### src/raw_group_window_scheduler_top_macros.svh
// Assertion macros shared by the scheduler modules.
`ifndef RAW_GROUP_WINDOW_SCHEDULER_TOP_MACROS_SVH
`define RAW_GROUP_WINDOW_SCHEDULER_TOP_MACROS_SVH
`ifndef SYNTHESIS
// Same-cycle implication, checked outside reset.
`define RGWS_ASSERT_IMP(name, clk, rstn, ante, cons) \
  name: assert property (@(posedge clk) disable iff (!(rstn)) (ante) |-> (cons)) \
    else $error("rgws assertion failed");
// Next-cycle implication, checked outside reset.
`define RGWS_ASSERT_NXT(name, clk, rstn, ante, cons) \
  name: assert property (@(posedge clk) disable iff (!(rstn)) (ante) |=> (cons)) \
    else $error("rgws assertion failed");
`else
`define RGWS_ASSERT_IMP(name, clk, rstn, ante, cons)
`define RGWS_ASSERT_NXT(name, clk, rstn, ante, cons)
`endif
`endif

### src/rgws_pkg.sv
// Shared types, widths and constants of the window scheduler.
package rgws_pkg;

  localparam int unsigned CfgWidth            = 11;
  localparam int unsigned CfgIdxWidth         = 2;
  localparam int unsigned AidWidth            = 13;
  localparam int unsigned QlenWidth           = 12;
  localparam int unsigned KindWidth           = 3;
  localparam int unsigned WordWidth           = 24;
  localparam int unsigned ThrWidth            = 10;
  localparam int unsigned AidFieldBitsDefault = 11;
  localparam int unsigned ProdWidth           = 2 * CfgWidth;
  localparam int unsigned SpanWidth           = ProdWidth + 1;
  localparam int unsigned EndShift            = 13;
  localparam int unsigned StartShift          = 2;
  localparam int unsigned DivSteps            = AidWidth;

  localparam logic [CfgWidth-1:0]  GroupSizeReset = 11'd50;
  localparam logic [CfgWidth-1:0]  TotalReset     = 11'd100;
  localparam logic [ThrWidth-1:0]  ThrStep        = 10'd50;
  localparam logic [ThrWidth-1:0]  ThrRiseLimit   = 10'd950;
  localparam logic [ThrWidth-1:0]  ThrFloor       = 10'd50;
  localparam logic [ThrWidth-1:0]  ThrMax         = 10'd1000;
  localparam logic [QlenWidth-1:0] QlenLowMark    = 12'd10;

  typedef enum logic [0:0] {
    OP_BEACON = 1'b0,
    OP_QUERY  = 1'b1
  } opcode_e;

  typedef enum logic [CfgIdxWidth-1:0] {
    CFG_GROUP_SIZE     = 2'd0,
    CFG_TOTAL_STATIONS = 2'd1
  } cfg_index_e;

  typedef enum logic [KindWidth-1:0] {
    KIND_BEACON      = 3'd0,
    KIND_FORWARD     = 3'd1,
    KIND_DEFERRED    = 3'd2,
    KIND_DROPPED     = 3'd3,
    KIND_UNREACHABLE = 3'd4
  } result_kind_e;

  typedef enum logic [2:0] {
    ST_IDLE,
    ST_PROD,
    ST_DIV1_WAIT,
    ST_DIV2_GO,
    ST_DIV2_WAIT,
    ST_FINISH
  } ctrl_state_e;

  typedef struct packed {
    logic load_in;
    logic load_prod;
    logic div_start;
    logic div_second;
    logic cap_first;
    logic commit;
  } ctrl_cmd_t;

  typedef struct packed {
    logic div_done;
  } dp_status_t;

endpackage

### src/rgws_divider.sv
// Restoring divider that retires one quotient bit per cycle.
module rgws_divider (
  input  logic                          clk_i,
  input  logic                          rst_ni,
  input  logic                          start_i,
  input  logic [rgws_pkg::AidWidth-1:0] dividend_i,
  input  logic [rgws_pkg::CfgWidth-1:0] divisor_i,
  output logic                          done_o,
  output logic [rgws_pkg::AidWidth-1:0] quot_o,
  output logic [rgws_pkg::CfgWidth-1:0] rem_o
);

  localparam int unsigned CntWidth = $clog2(rgws_pkg::DivSteps + 1);
  localparam logic [CntWidth-1:0] LastStep = CntWidth'(rgws_pkg::DivSteps - 1);

  logic                          busy_q, busy_d;
  logic                          done_q, done_d;
  logic [CntWidth-1:0]           cnt_q, cnt_d;
  logic [rgws_pkg::AidWidth-1:0] quot_q;
  logic [rgws_pkg::CfgWidth-1:0] rem_q;
  logic [rgws_pkg::CfgWidth-1:0] divisor_q;
  logic [rgws_pkg::CfgWidth:0]   rem_shift;
  logic [rgws_pkg::CfgWidth:0]   diff;
  logic                          fits;

  assign rem_shift = {rem_q, quot_q[rgws_pkg::AidWidth-1]};
  assign fits      = rem_shift >= {1'b0, divisor_q};
  assign diff      = rem_shift - {1'b0, divisor_q};

  always_comb begin
    busy_d = busy_q;
    cnt_d  = cnt_q;
    done_d = 1'b0;
    if (start_i) begin
      busy_d = 1'b1;
      cnt_d  = '0;
    end else if (busy_q) begin
      cnt_d = cnt_q + 1'b1;
      if (cnt_q == LastStep) begin
        busy_d = 1'b0;
        done_d = 1'b1;
      end
    end
  end

  always_ff @(posedge clk_i or negedge rst_ni) begin
    if (!rst_ni) begin
      busy_q <= 1'b0;
      done_q <= 1'b0;
      cnt_q  <= '0;
    end else begin
      busy_q <= busy_d;
      done_q <= done_d;
      cnt_q  <= cnt_d;
    end
  end

  always_ff @(posedge clk_i) begin
    if (start_i) begin
      quot_q    <= dividend_i;
      rem_q     <= '0;
      divisor_q <= divisor_i;
    end else if (busy_q) begin
      quot_q <= {quot_q[rgws_pkg::AidWidth-2:0], fits};
      rem_q  <= fits ? diff[rgws_pkg::CfgWidth-1:0] : rem_shift[rgws_pkg::CfgWidth-1:0];
    end
  end

  assign done_o = done_q;
  assign quot_o = quot_q;
  assign rem_o  = rem_q;

endmodule

### src/rgws_ctrl.sv
// Sequencer that steps one item through product, two divisions and commit.
`include "raw_group_window_scheduler_top_macros.svh"

module rgws_ctrl (
  input  logic                 clk_i,
  input  logic                 rst_ni,
  input  logic                 in_valid_i,
  output logic                 in_ready_o,
  input  logic                 out_ready_i,
  output logic                 out_valid_o,
  input  rgws_pkg::dp_status_t status_i,
  output rgws_pkg::ctrl_cmd_t  cmd_o
);

  rgws_pkg::ctrl_state_e state_q, state_d;
  logic                  out_valid_q, out_valid_d;
  logic                  slot_free;

  assign slot_free = !out_valid_q || out_ready_i;

  always_comb begin
    state_d = state_q;
    unique case (state_q)
      rgws_pkg::ST_IDLE: begin
        if (in_valid_i) state_d = rgws_pkg::ST_PROD;
      end
      rgws_pkg::ST_PROD: begin
        state_d = rgws_pkg::ST_DIV1_WAIT;
      end
      rgws_pkg::ST_DIV1_WAIT: begin
        if (status_i.div_done) state_d = rgws_pkg::ST_DIV2_GO;
      end
      rgws_pkg::ST_DIV2_GO: begin
        state_d = rgws_pkg::ST_DIV2_WAIT;
      end
      rgws_pkg::ST_DIV2_WAIT: begin
        if (status_i.div_done) state_d = rgws_pkg::ST_FINISH;
      end
      rgws_pkg::ST_FINISH: begin
        if (slot_free) state_d = rgws_pkg::ST_IDLE;
      end
      default: begin
        state_d = rgws_pkg::ST_IDLE;
      end
    endcase
  end

  always_comb begin
    cmd_o      = '0;
    in_ready_o = 1'b0;
    unique case (state_q)
      rgws_pkg::ST_IDLE: begin
        in_ready_o    = 1'b1;
        cmd_o.load_in = in_valid_i;
      end
      rgws_pkg::ST_PROD: begin
        cmd_o.load_prod = 1'b1;
        cmd_o.div_start = 1'b1;
      end
      rgws_pkg::ST_DIV1_WAIT: begin
        cmd_o.cap_first = status_i.div_done;
      end
      rgws_pkg::ST_DIV2_GO: begin
        cmd_o.div_start  = 1'b1;
        cmd_o.div_second = 1'b1;
      end
      rgws_pkg::ST_DIV2_WAIT: begin
        cmd_o.div_second = 1'b1;
      end
      rgws_pkg::ST_FINISH: begin
        cmd_o.commit = slot_free;
      end
      default: begin
        in_ready_o = 1'b0;
      end
    endcase
  end

  assign out_valid_d = cmd_o.commit || (out_valid_q && !out_ready_i);

  always_ff @(posedge clk_i or negedge rst_ni) begin
    if (!rst_ni) begin
      state_q     <= rgws_pkg::ST_IDLE;
      out_valid_q <= 1'b0;
    end else begin
      state_q     <= state_d;
      out_valid_q <= out_valid_d;
    end
  end

  assign out_valid_o = out_valid_q;

  `RGWS_ASSERT_IMP(a_commit_slot_free, clk_i, rst_ni, cmd_o.commit, slot_free)
  `RGWS_ASSERT_NXT(a_accept_blocks_input, clk_i, rst_ni, in_valid_i && in_ready_o, !in_ready_o)
  `RGWS_ASSERT_IMP(a_done_only_waiting, clk_i, rst_ni, status_i.div_done, state_q == rgws_pkg::ST_DIV1_WAIT || state_q == rgws_pkg::ST_DIV2_WAIT)

endmodule

### src/rgws_datapath.sv
// Registers, window arithmetic and result selection of the scheduler.
`include "raw_group_window_scheduler_top_macros.svh"

module rgws_datapath #(
  parameter int unsigned AidFieldBits = rgws_pkg::AidFieldBitsDefault
) (
  input  logic                             clk_i,
  input  logic                             rst_ni,
  input  rgws_pkg::ctrl_cmd_t              cmd_i,
  output rgws_pkg::dp_status_t             status_o,
  input  logic                             cfg_valid_i,
  input  logic [rgws_pkg::CfgIdxWidth-1:0] cfg_index_i,
  input  logic [rgws_pkg::CfgWidth-1:0]    cfg_data_i,
  input  logic                             opcode_i,
  input  logic [rgws_pkg::AidWidth-1:0]    station_aid_i,
  input  logic                             station_associated_i,
  input  logic [rgws_pkg::QlenWidth-1:0]   mgmt_queue_len_i,
  output logic [rgws_pkg::KindWidth-1:0]   result_kind_o,
  output logic [rgws_pkg::WordWidth-1:0]   raw_group_word_o,
  output logic [rgws_pkg::ThrWidth-1:0]    auth_threshold_o,
  output logic                             dtim_beacon_o,
  output logic [rgws_pkg::CfgWidth-1:0]    wait_beacons_o
);

  localparam int unsigned CW = rgws_pkg::CfgWidth;
  localparam int unsigned AW = rgws_pkg::AidWidth;
  localparam int unsigned SW = rgws_pkg::SpanWidth;
  localparam int unsigned PackWidth = rgws_pkg::EndShift + SW;
  localparam logic [SW-1:0] FieldMask = SW'((1 << AidFieldBits) - 1);

  // Configuration and architectural state.
  logic [CW-1:0]                 group_size_q, total_q;
  logic [CW-1:0]                 window_q, window_d;
  logic [rgws_pkg::ThrWidth-1:0] thr_q, thr_d;
  logic [CW-1:0]                 tim_q;

  // Latched item and intermediate results.
  rgws_pkg::opcode_e              op_q;
  logic [AW-1:0]                  aid_q;
  logic                           assoc_q;
  logic [rgws_pkg::QlenWidth-1:0] qlen_q;
  logic [rgws_pkg::ProdWidth-1:0] prod_q;
  logic [AW-1:0]                  q1_q;
  logic                           r1nz_q;

  // Result register.
  rgws_pkg::result_kind_e        kind_q, kind_d;
  logic [rgws_pkg::WordWidth-1:0] word_q, word_d;
  logic [rgws_pkg::ThrWidth-1:0] thr_out_q, thr_out_d;
  logic                          dtim_q, dtim_d;
  logic [CW-1:0]                 wait_q, wait_d;

  logic [CW-1:0]   g;
  logic [AW-1:0]   div_dividend;
  logic [CW-1:0]   div_divisor;
  logic            div_done;
  logic [AW-1:0]   div_quot;
  logic [CW-1:0]   div_rem;
  logic [CW:0]     ceil_w;
  logic [CW-1:0]   ntim;
  logic [SW-1:0]   start_w, end_w, adv_w, aid_w;
  logic [PackWidth-1:0] pack_w;
  logic [CW-1:0]   m_cnt, j_lo, base_w;
  logic            in_window, unreach;

  assign g = (group_size_q == '0) ? CW'(1) : group_size_q;

  always_ff @(posedge clk_i or negedge rst_ni) begin
    if (!rst_ni) begin
      group_size_q <= rgws_pkg::GroupSizeReset;
      total_q      <= rgws_pkg::TotalReset;
    end else if (cfg_valid_i) begin
      unique case (cfg_index_i)
        rgws_pkg::CFG_GROUP_SIZE:     group_size_q <= cfg_data_i;
        rgws_pkg::CFG_TOTAL_STATIONS: total_q      <= cfg_data_i;
        default: begin
        end
      endcase
    end
  end

  always_ff @(posedge clk_i) begin
    if (cmd_i.load_in) begin
      op_q    <= rgws_pkg::opcode_e'(opcode_i);
      aid_q   <= station_aid_i;
      assoc_q <= station_associated_i;
      qlen_q  <= mgmt_queue_len_i;
    end
    if (cmd_i.load_prod) begin
      prod_q <= rgws_pkg::ProdWidth'(window_q) * rgws_pkg::ProdWidth'(g);
    end
    if (cmd_i.cap_first) begin
      q1_q   <= div_quot;
      r1nz_q <= div_rem != '0;
    end
  end

  // The beacon's group count is the rounded-up quotient of the first pass.
  assign ceil_w = {1'b0, q1_q[CW-1:0]} + (CW+1)'(r1nz_q);
  assign ntim   = (ceil_w == '0) ? CW'(1) : ceil_w[CW-1:0];

  always_comb begin
    if (op_q == rgws_pkg::OP_BEACON) begin
      div_dividend = cmd_i.div_second ? (AW'(tim_q) + AW'(1)) : AW'(total_q);
      div_divisor  = cmd_i.div_second ? ntim : g;
    end else begin
      div_dividend = cmd_i.div_second ? AW'(total_q) : (aid_q - AW'(1));
      div_divisor  = g;
    end
  end

  rgws_divider u_divider (
    .clk_i      (clk_i),
    .rst_ni     (rst_ni),
    .start_i    (cmd_i.div_start),
    .dividend_i (div_dividend),
    .divisor_i  (div_divisor),
    .done_o     (div_done),
    .quot_o     (div_quot),
    .rem_o      (div_rem)
  );

  assign status_o.div_done = div_done;

  // Window bounds of the current index.
  assign start_w = SW'(prod_q) + SW'(1);
  assign end_w   = SW'(prod_q) + SW'(g);
  assign adv_w   = end_w + SW'(g);
  assign pack_w  = (PackWidth'(end_w & FieldMask) << rgws_pkg::EndShift)
                 | (PackWidth'(start_w & FieldMask) << rgws_pkg::StartShift);

  always_comb begin
    thr_d = thr_q;
    if (qlen_q < rgws_pkg::QlenLowMark) begin
      if (thr_q <= rgws_pkg::ThrRiseLimit) thr_d = thr_q + rgws_pkg::ThrStep;
    end else if (thr_q > rgws_pkg::ThrFloor) begin
      thr_d = thr_q - rgws_pkg::ThrStep;
    end
  end

  assign window_d = (adv_w <= SW'(total_q)) ? (window_q + CW'(1)) : '0;

  // Query path: the second pass gives the rotation length.
  assign aid_w     = SW'(aid_q);
  assign in_window = (aid_w >= start_w) && (aid_w <= end_w);
  assign m_cnt     = (div_quot[CW-1:0] == '0) ? CW'(1) : div_quot[CW-1:0];
  assign unreach   = (aid_q == '0) || (q1_q >= AW'(m_cnt));
  assign j_lo      = q1_q[CW-1:0];
  assign base_w    = (({1'b0, window_q} + (CW+1)'(1)) < {1'b0, m_cnt}) ?
                     (m_cnt - window_q) : CW'(1);

  always_comb begin
    kind_d    = rgws_pkg::KIND_BEACON;
    word_d    = '0;
    thr_out_d = '0;
    dtim_d    = 1'b0;
    wait_d    = '0;
    if (op_q == rgws_pkg::OP_BEACON) begin
      word_d    = pack_w[rgws_pkg::WordWidth-1:0];
      thr_out_d = thr_d;
      dtim_d    = tim_q == '0;
    end else if (!assoc_q) begin
      kind_d = rgws_pkg::KIND_DROPPED;
    end else if (in_window) begin
      kind_d = rgws_pkg::KIND_FORWARD;
    end else if (unreach) begin
      kind_d = rgws_pkg::KIND_UNREACHABLE;
    end else begin
      kind_d = rgws_pkg::KIND_DEFERRED;
      wait_d = (j_lo > window_q) ? (j_lo - window_q) : (base_w + j_lo);
    end
  end

  always_ff @(posedge clk_i or negedge rst_ni) begin
    if (!rst_ni) begin
      window_q <= '0;
      thr_q    <= '0;
      tim_q    <= '0;
    end else if (cmd_i.commit && op_q == rgws_pkg::OP_BEACON) begin
      window_q <= window_d;
      thr_q    <= thr_d;
      tim_q    <= div_rem;
    end
  end

  always_ff @(posedge clk_i) begin
    if (cmd_i.commit) begin
      kind_q    <= kind_d;
      word_q    <= word_d;
      thr_out_q <= thr_out_d;
      dtim_q    <= dtim_d;
      wait_q    <= wait_d;
    end
  end

  assign result_kind_o    = kind_q;
  assign raw_group_word_o = word_q;
  assign auth_threshold_o = thr_out_q;
  assign dtim_beacon_o    = dtim_q;
  assign wait_beacons_o   = wait_q;

  `RGWS_ASSERT_IMP(a_tim_below_count, clk_i, rst_ni, cmd_i.commit && op_q == rgws_pkg::OP_BEACON, div_rem < ntim)
  `RGWS_ASSERT_NXT(a_query_keeps_window, clk_i, rst_ni, cmd_i.commit && op_q == rgws_pkg::OP_QUERY, $stable(window_q) && $stable(tim_q))
  `RGWS_ASSERT_IMP(a_thr_bounded, clk_i, rst_ni, 1'b1, thr_q <= rgws_pkg::ThrMax)

endmodule

### src/raw_group_window_scheduler_top.sv
// Top level of the restricted-access-window scheduler.
//
// Each input beat is either a beacon tick or a downlink query and yields
// exactly one result beat. The next item is accepted only after the current
// one has been committed to the output register. The processing time is set
// by the shared restoring divider, which retires one quotient bit per cycle
// over 13 steps and is used twice per item: a beacon first divides the
// station total by the group size and then takes the group counter plus one
// modulo the rounded-up count; a query divides its association ID (minus one)
// by the group size and then the station total by the group size.
// A finished result waits in the output register while the next item is
// already accepted and processed; the block only holds at its final step
// when the previous result is still untaken.
// Configuration writes are always ready and take effect at once; they are
// meant to be issued while no item is in flight. Register index 0 is the
// group size and index 1 the station total; other indexes are ignored.
module raw_group_window_scheduler_top #(
  parameter int unsigned AidFieldBits = rgws_pkg::AidFieldBitsDefault
) (
  input  logic                             clk_i,
  input  logic                             rst_ni,
  // Item channel.
  input  logic                             in_valid_i,
  output logic                             in_ready_o,
  input  logic                             opcode_i,
  input  logic [rgws_pkg::AidWidth-1:0]    station_aid_i,
  input  logic                             station_associated_i,
  input  logic [rgws_pkg::QlenWidth-1:0]   mgmt_queue_len_i,
  // Result channel.
  output logic                             out_valid_o,
  input  logic                             out_ready_i,
  output logic [rgws_pkg::KindWidth-1:0]   result_kind_o,
  output logic [rgws_pkg::WordWidth-1:0]   raw_group_word_o,
  output logic [rgws_pkg::ThrWidth-1:0]    auth_threshold_o,
  output logic                             dtim_beacon_o,
  output logic [rgws_pkg::CfgWidth-1:0]    wait_beacons_o,
  // Configuration write channel.
  input  logic                             cfg_valid_i,
  output logic                             cfg_ready_o,
  input  logic [rgws_pkg::CfgIdxWidth-1:0] cfg_index_i,
  input  logic [rgws_pkg::CfgWidth-1:0]    cfg_data_i
);

  rgws_pkg::ctrl_cmd_t  cmd;
  rgws_pkg::dp_status_t status;

  // Register writes complete in the cycle they are offered.
  assign cfg_ready_o = 1'b1;

  // The controller owns the handshakes and sequences the datapath.
  rgws_ctrl u_ctrl (
    .clk_i       (clk_i),
    .rst_ni      (rst_ni),
    .in_valid_i  (in_valid_i),
    .in_ready_o  (in_ready_o),
    .out_ready_i (out_ready_i),
    .out_valid_o (out_valid_o),
    .status_i    (status),
    .cmd_o       (cmd)
  );

  // The datapath holds the window state, the divider and the result register.
  rgws_datapath #(
    .AidFieldBits (AidFieldBits)
  ) u_datapath (
    .clk_i                (clk_i),
    .rst_ni               (rst_ni),
    .cmd_i                (cmd),
    .status_o             (status),
    .cfg_valid_i          (cfg_valid_i),
    .cfg_index_i          (cfg_index_i),
    .cfg_data_i           (cfg_data_i),
    .opcode_i             (opcode_i),
    .station_aid_i        (station_aid_i),
    .station_associated_i (station_associated_i),
    .mgmt_queue_len_i     (mgmt_queue_len_i),
    .result_kind_o        (result_kind_o),
    .raw_group_word_o     (raw_group_word_o),
    .auth_threshold_o     (auth_threshold_o),
    .dtim_beacon_o        (dtim_beacon_o),
    .wait_beacons_o       (wait_beacons_o)
  );

endmodule

### config.mk
export PLATFORM = sky130hd
export DESIGN_NAME = raw_group_window_scheduler_top
export DESIGN_NICKNAME = d
export VERILOG_FILES = /design/src/rgws_pkg.sv /design/src/rgws_divider.sv /design/src/rgws_ctrl.sv /design/src/rgws_datapath.sv /design/src/raw_group_window_scheduler_top.sv
export VERILOG_INCLUDE_DIRS = /design/src /design/src/src
export SDC_FILE = /design/constraint.sdc
export NUM_CORES = 1
export LEC_CHECK = 0
export BUFFER_PORTS_ARGS = -buffer_cell sky130_fd_sc_hd__buf_4
export CAP_MARGIN = 25
export CORE_MARGIN = 4
export CORE_UTILIZATION = 63
export DETAILED_ROUTE_END_ITERATION = 8
export PLACE_DENSITY = 0.82
export SETUP_SLACK_MARGIN = 0.3
export SLEW_MARGIN = 20
export SYNTH_ARGS = -nofsm -noshare
export SYNTH_HDL_FRONTEND = slang
export SYNTH_SLANG_ARGS = --single-unit
export TNS_END_PERCENT = 5
### constraint.sdc
create_clock -name clk_i -period 6.43 [get_ports clk_i]
set_input_delay 1.286 -clock clk_i [delete_from_list [all_inputs] [get_ports clk_i]]
set_output_delay 1.286 -clock clk_i [all_outputs]
set_load 0.005 [all_outputs]
==> results.md <==
* Run status: finished, final reports clean
* # fillers at 2,087
* CP max stage cell: fa_1
* Syn_area_per_cell at 9.28 um2
* Share of layout cells above drive strength 1 at 11.9%
* Chip Width at 178 um
* Setup Viol. Count Final at 0
* Sequential cell area at 5770 um2
* Crit-path max FO at 15
* Die height at 178 um
* GRT Util Overall at 30.1%
* Hold WC Path Type: reg -> reg
* Routed Antenna Nets at 0
* Area delta synth->final at 11.3%
* Net Switching at 2.05 mW
* Synth warn at 0
* Total Wirelength at 47,100 um
* Largest family of logic cells by synthesized area: adder cells
* Critical Path RT at 6.70 ns
* Setup Skew at 0.0152 ns
* Post-detail-place hpwl at 35,500 um
* Fmax at 169 MHz
* Setup TNS at 0 ns
* Final nets at 2,346
* Pins Over Slew Limit at 0
* Max Cap Viol at 0
* Mux cell area share after synthesis at 2.67%
* Root Buffer: clkbuf_16
* GRT busiest layer: met2
* Iter 0 DRT Violations at 1,312
* Global-route met1 utilization at 38.5%
* Worst path max stage delay at 0.60 ns
* Post-Synthesis Cells at 1,953
* Synth Flop Type: edfxtp_1
* Clock tree buffer depth at 3
* Synth top area share at 21.9%
* CTS H-tree lvls at 1
* CTS tree: built
* Multi-input gate area at 11,300 um2
* Routability Congestion at 0.925
* Met3 Resource Use GR at 3.96%
* RSZ-0062 raised after global routing: true
* M2 GR Usage at 52.3%
* Post-Synth Adder-Cell Area at 23.0%
* Die ar. at 31,500 um2
* XOR/XNOR Fraction of Synth Area at 6.56%
* # rows at 61
* Hold WS at 0.455 ns
* Core Region at 28,100 um2
* Crit start category: register
* Sequential-to-total area share from yosys stat at 31.8%
* Clk slew on worst S/H paths at 0.06 ns
* Leak pwr at 9.00 nW
* CTS Buf Count at 23
* Port Buffers at 91
* Post-Syn Area at 18,100 um2
* Final Cycle Share at 91.9%
* Largest net degree at the start of global routing at 64
* Sequential share of power at 28.4%
* Number of vias per cell at 6.18
* FF+latch count, synth at 206
* Worst EP arrival at 6.18 ns
* Post-synthesis compound-gate area fraction at 12.9%
* Largest area contributor in the netlist: edfxtp_1
* I/O pin cnt at 97
* Rel. slew slack at 27.6%
* Critical path endpoint category: register
* Pre-antenna DRT Iters at 6
* Critical-path cell list: buf_4, nand2_1, fa_1, fa_1, fa_1, inv_1, fa_1, inv_1, fa_1, inv_1, ha_1, or2_2, a21oi_1, a31oi_1, a41oi_2, a2111oi_2, o21a_1, o21a_1, o41ai_2, xnor2_1
* Number of enable flip-flop cells after synthesis at 132
* Clock power frac at 25.9%
* DRC Markers at 0
* Internal cell power at 3.38 mW
* DR vias at 14,900
* Starting Density at 64.5%
* Worst Setup Path Type: reg -> reg
* Clock Sink Count at 206
* Worst skew pair latency at 0.54 ns
* Final Critical Period at 5.91 ns
* P per Cell Area at 269 nW/um2
* Power share of the combinational group at 45.7%
* Post-synthesis simple-gate area fraction at 16.6%
* Wirelength per Cell at 19.5 um
* Final hold violations at 0
* Sw Share at 37.7%
* Initial antenna violation count at 0
* Vias in the first global route at 14,800
* First-pass GRT wire length at 75,900 um
* Commonest cells after routing, fill and taps aside: inv_1, ha_1, nand2_1, nor2_1, edfxtp_1
* Worst-margin pin slew at 1.08 ns
* Synth unique cells at 77
* GR Overflow Total at 0
* Commonest non-fill, non-tap cell in the layout: inv_1
* Number of inserted diodes at 0
* Ranking of synthesized cells by area: edfxtp_1, ha_1, fa_1, dfrtp_1, inv_1
* Cell mode on critical path: fa_1
* Worst VDD drop at 0.481 mV
* Ys async rst share at 30.6%
==> repair_timing <==
| action | in CTS | in global routing |
|---|---|---|
| setup buffers | 0 | 2 |
| gates resized for setup | 2 | 16 |
| hold buffers | 0 | 0 |
| pin swaps | 0 | 4 |
| setup endpoints to repair | 12 | 16 |
==> worst max-delay path: cells and delay by family (launching register included) <==
family,cells,cell delay [ns]
adder cells (fa/ha/maj),6,2.91
AO/OA/AOI/OAI,7,1.27
AND/OR/NAND/NOR,2,0.40
flip-flops,1,0.53
XOR/XNOR,1,0.11
buffers and inverters,4,0.41
==> cells by family after synthesis <==
logic type / after synthesis
AOI/OAI and AO/OA: 355
xor gates and xnor gates: 134
DFF: 206
adders and majority gates: 281
and+or+nand+nor: 627
muxes: 45
buffers and inverters: 303
other: 2
==> metrics by stage <==
stage          cells  power (mW)  utilization, %  cell area, um2  worst slack, ns
6_report        2415        5.43            71.8           20200            0.518
5_1_grt         2415        5.84            71.8           20200            0.202
4_1_cts         2411        5.38            71.4           20100            0.248
3_5_place_dp    2369        3.95            68.5           19200            0.242
3_3_place_gp    2368        3.85            68.4           19200            0.330
2_1_floorplan   1955        3.35               -           18100            0.547
==> routing by layer <==
layer  vias up  part of all wire, %
met5         -                    0
met4         0                  4.3
met3       152                  8.1
met2       680                   49
met1      7195                   39
li1       6887                    -
==> power by group through the flow <==
stage / sequential, mW / combinational, mW / clock [mW]
finish: 1.54 / 2.48 / 1.41
floorplan: 1.56 / 1.79 / 0
global placement: 1.56 / 2.29 / 0
CTS: 1.54 / 2.42 / 1.42
detailed placement: 1.56 / 2.38 / 0
global route: 1.54 / 2.82 / 1.48
==> final timing paths <==
kind	startpoint	slack, ns	endpoint	depth (start not counted)
setup / recovery	u_datapath.group_size_q[4]$_DFFE_PN1P_	0.52	u_datapath.prod_q[21]$_DFFE_PP_	20
hold / removal	u_datapath.u_divider.quot_o[11]$_DFFE_PP_	0.46	u_datapath.q1_q[11]$_DFFE_PP_	0
setup reg to reg	u_datapath.group_size_q[4]$_DFFE_PN1P_	0.52	u_datapath.prod_q[21]$_DFFE_PP_	20
hold reg to reg	u_datapath.u_divider.quot_o[11]$_DFFE_PP_	0.46	u_datapath.q1_q[11]$_DFFE_PP_	0
max in group asynchronous	rst_ni	5.04	u_datapath.window_q[3]$_DFFE_PN0P_	1
min in group asynchronous	rst_ni	0.84	u_datapath.thr_q[3]$_DFFE_PN0P_	1
==> area by class of cell <==
type	instances	share of cell area, %
clock inverters	15	0.819
flip-flops and latches	206	28.6
multi-input cells	1446	56.2
well taps	378	2.35
inverters	214	3.98
clock buffers	27	3.24
repair buffers	129	4.84
==> synthesized netlist by cell type, types with 8 or more instances <==
master	n
nor2_1	149
dfrtp_1	57
and3_1	20
nor3_1	52
nor2b_1	19
or3_1	8
clkbuf_1	75
o211ai_1	12
dfxtp_1	11
xnor2_1	81
inv_1	211
nand2_1	192
o21ai_0	91
mux2_2	25
a31oi_1	17
nor4_1	17
and2_1	58
a21oi_1	77
xor2_1	52
nand4_1	24
fa_1	86
edfxtp_1	132
nand3_1	44
a21o_1	27
a211oi_1	10
o31ai_1	9
nand2b_1	17
mux2i_1	19
ha_1	195
a21boi_0	11
o21a_1	24
==> sequential cells by signal, indices dropped and copies added (netlist names), 11 cells and up <==
name                            flops
u_datapath.aid_q                   13
u_datapath.group_size_q            11
u_datapath.prod_q                  22
u_datapath.q1_q                    13
u_datapath.qlen_q                  11
u_datapath.raw_group_word_o        22
u_datapath.tim_q                   11
u_datapath.total_q                 11
u_datapath.u_divider.divisor_q     11
u_datapath.u_divider.quot_o        13
u_datapath.u_divider.rem_o         11
u_datapath.wait_beacons_o          11
u_datapath.window_q                11
Note: power is estimated with default switching activity, not from simulation.
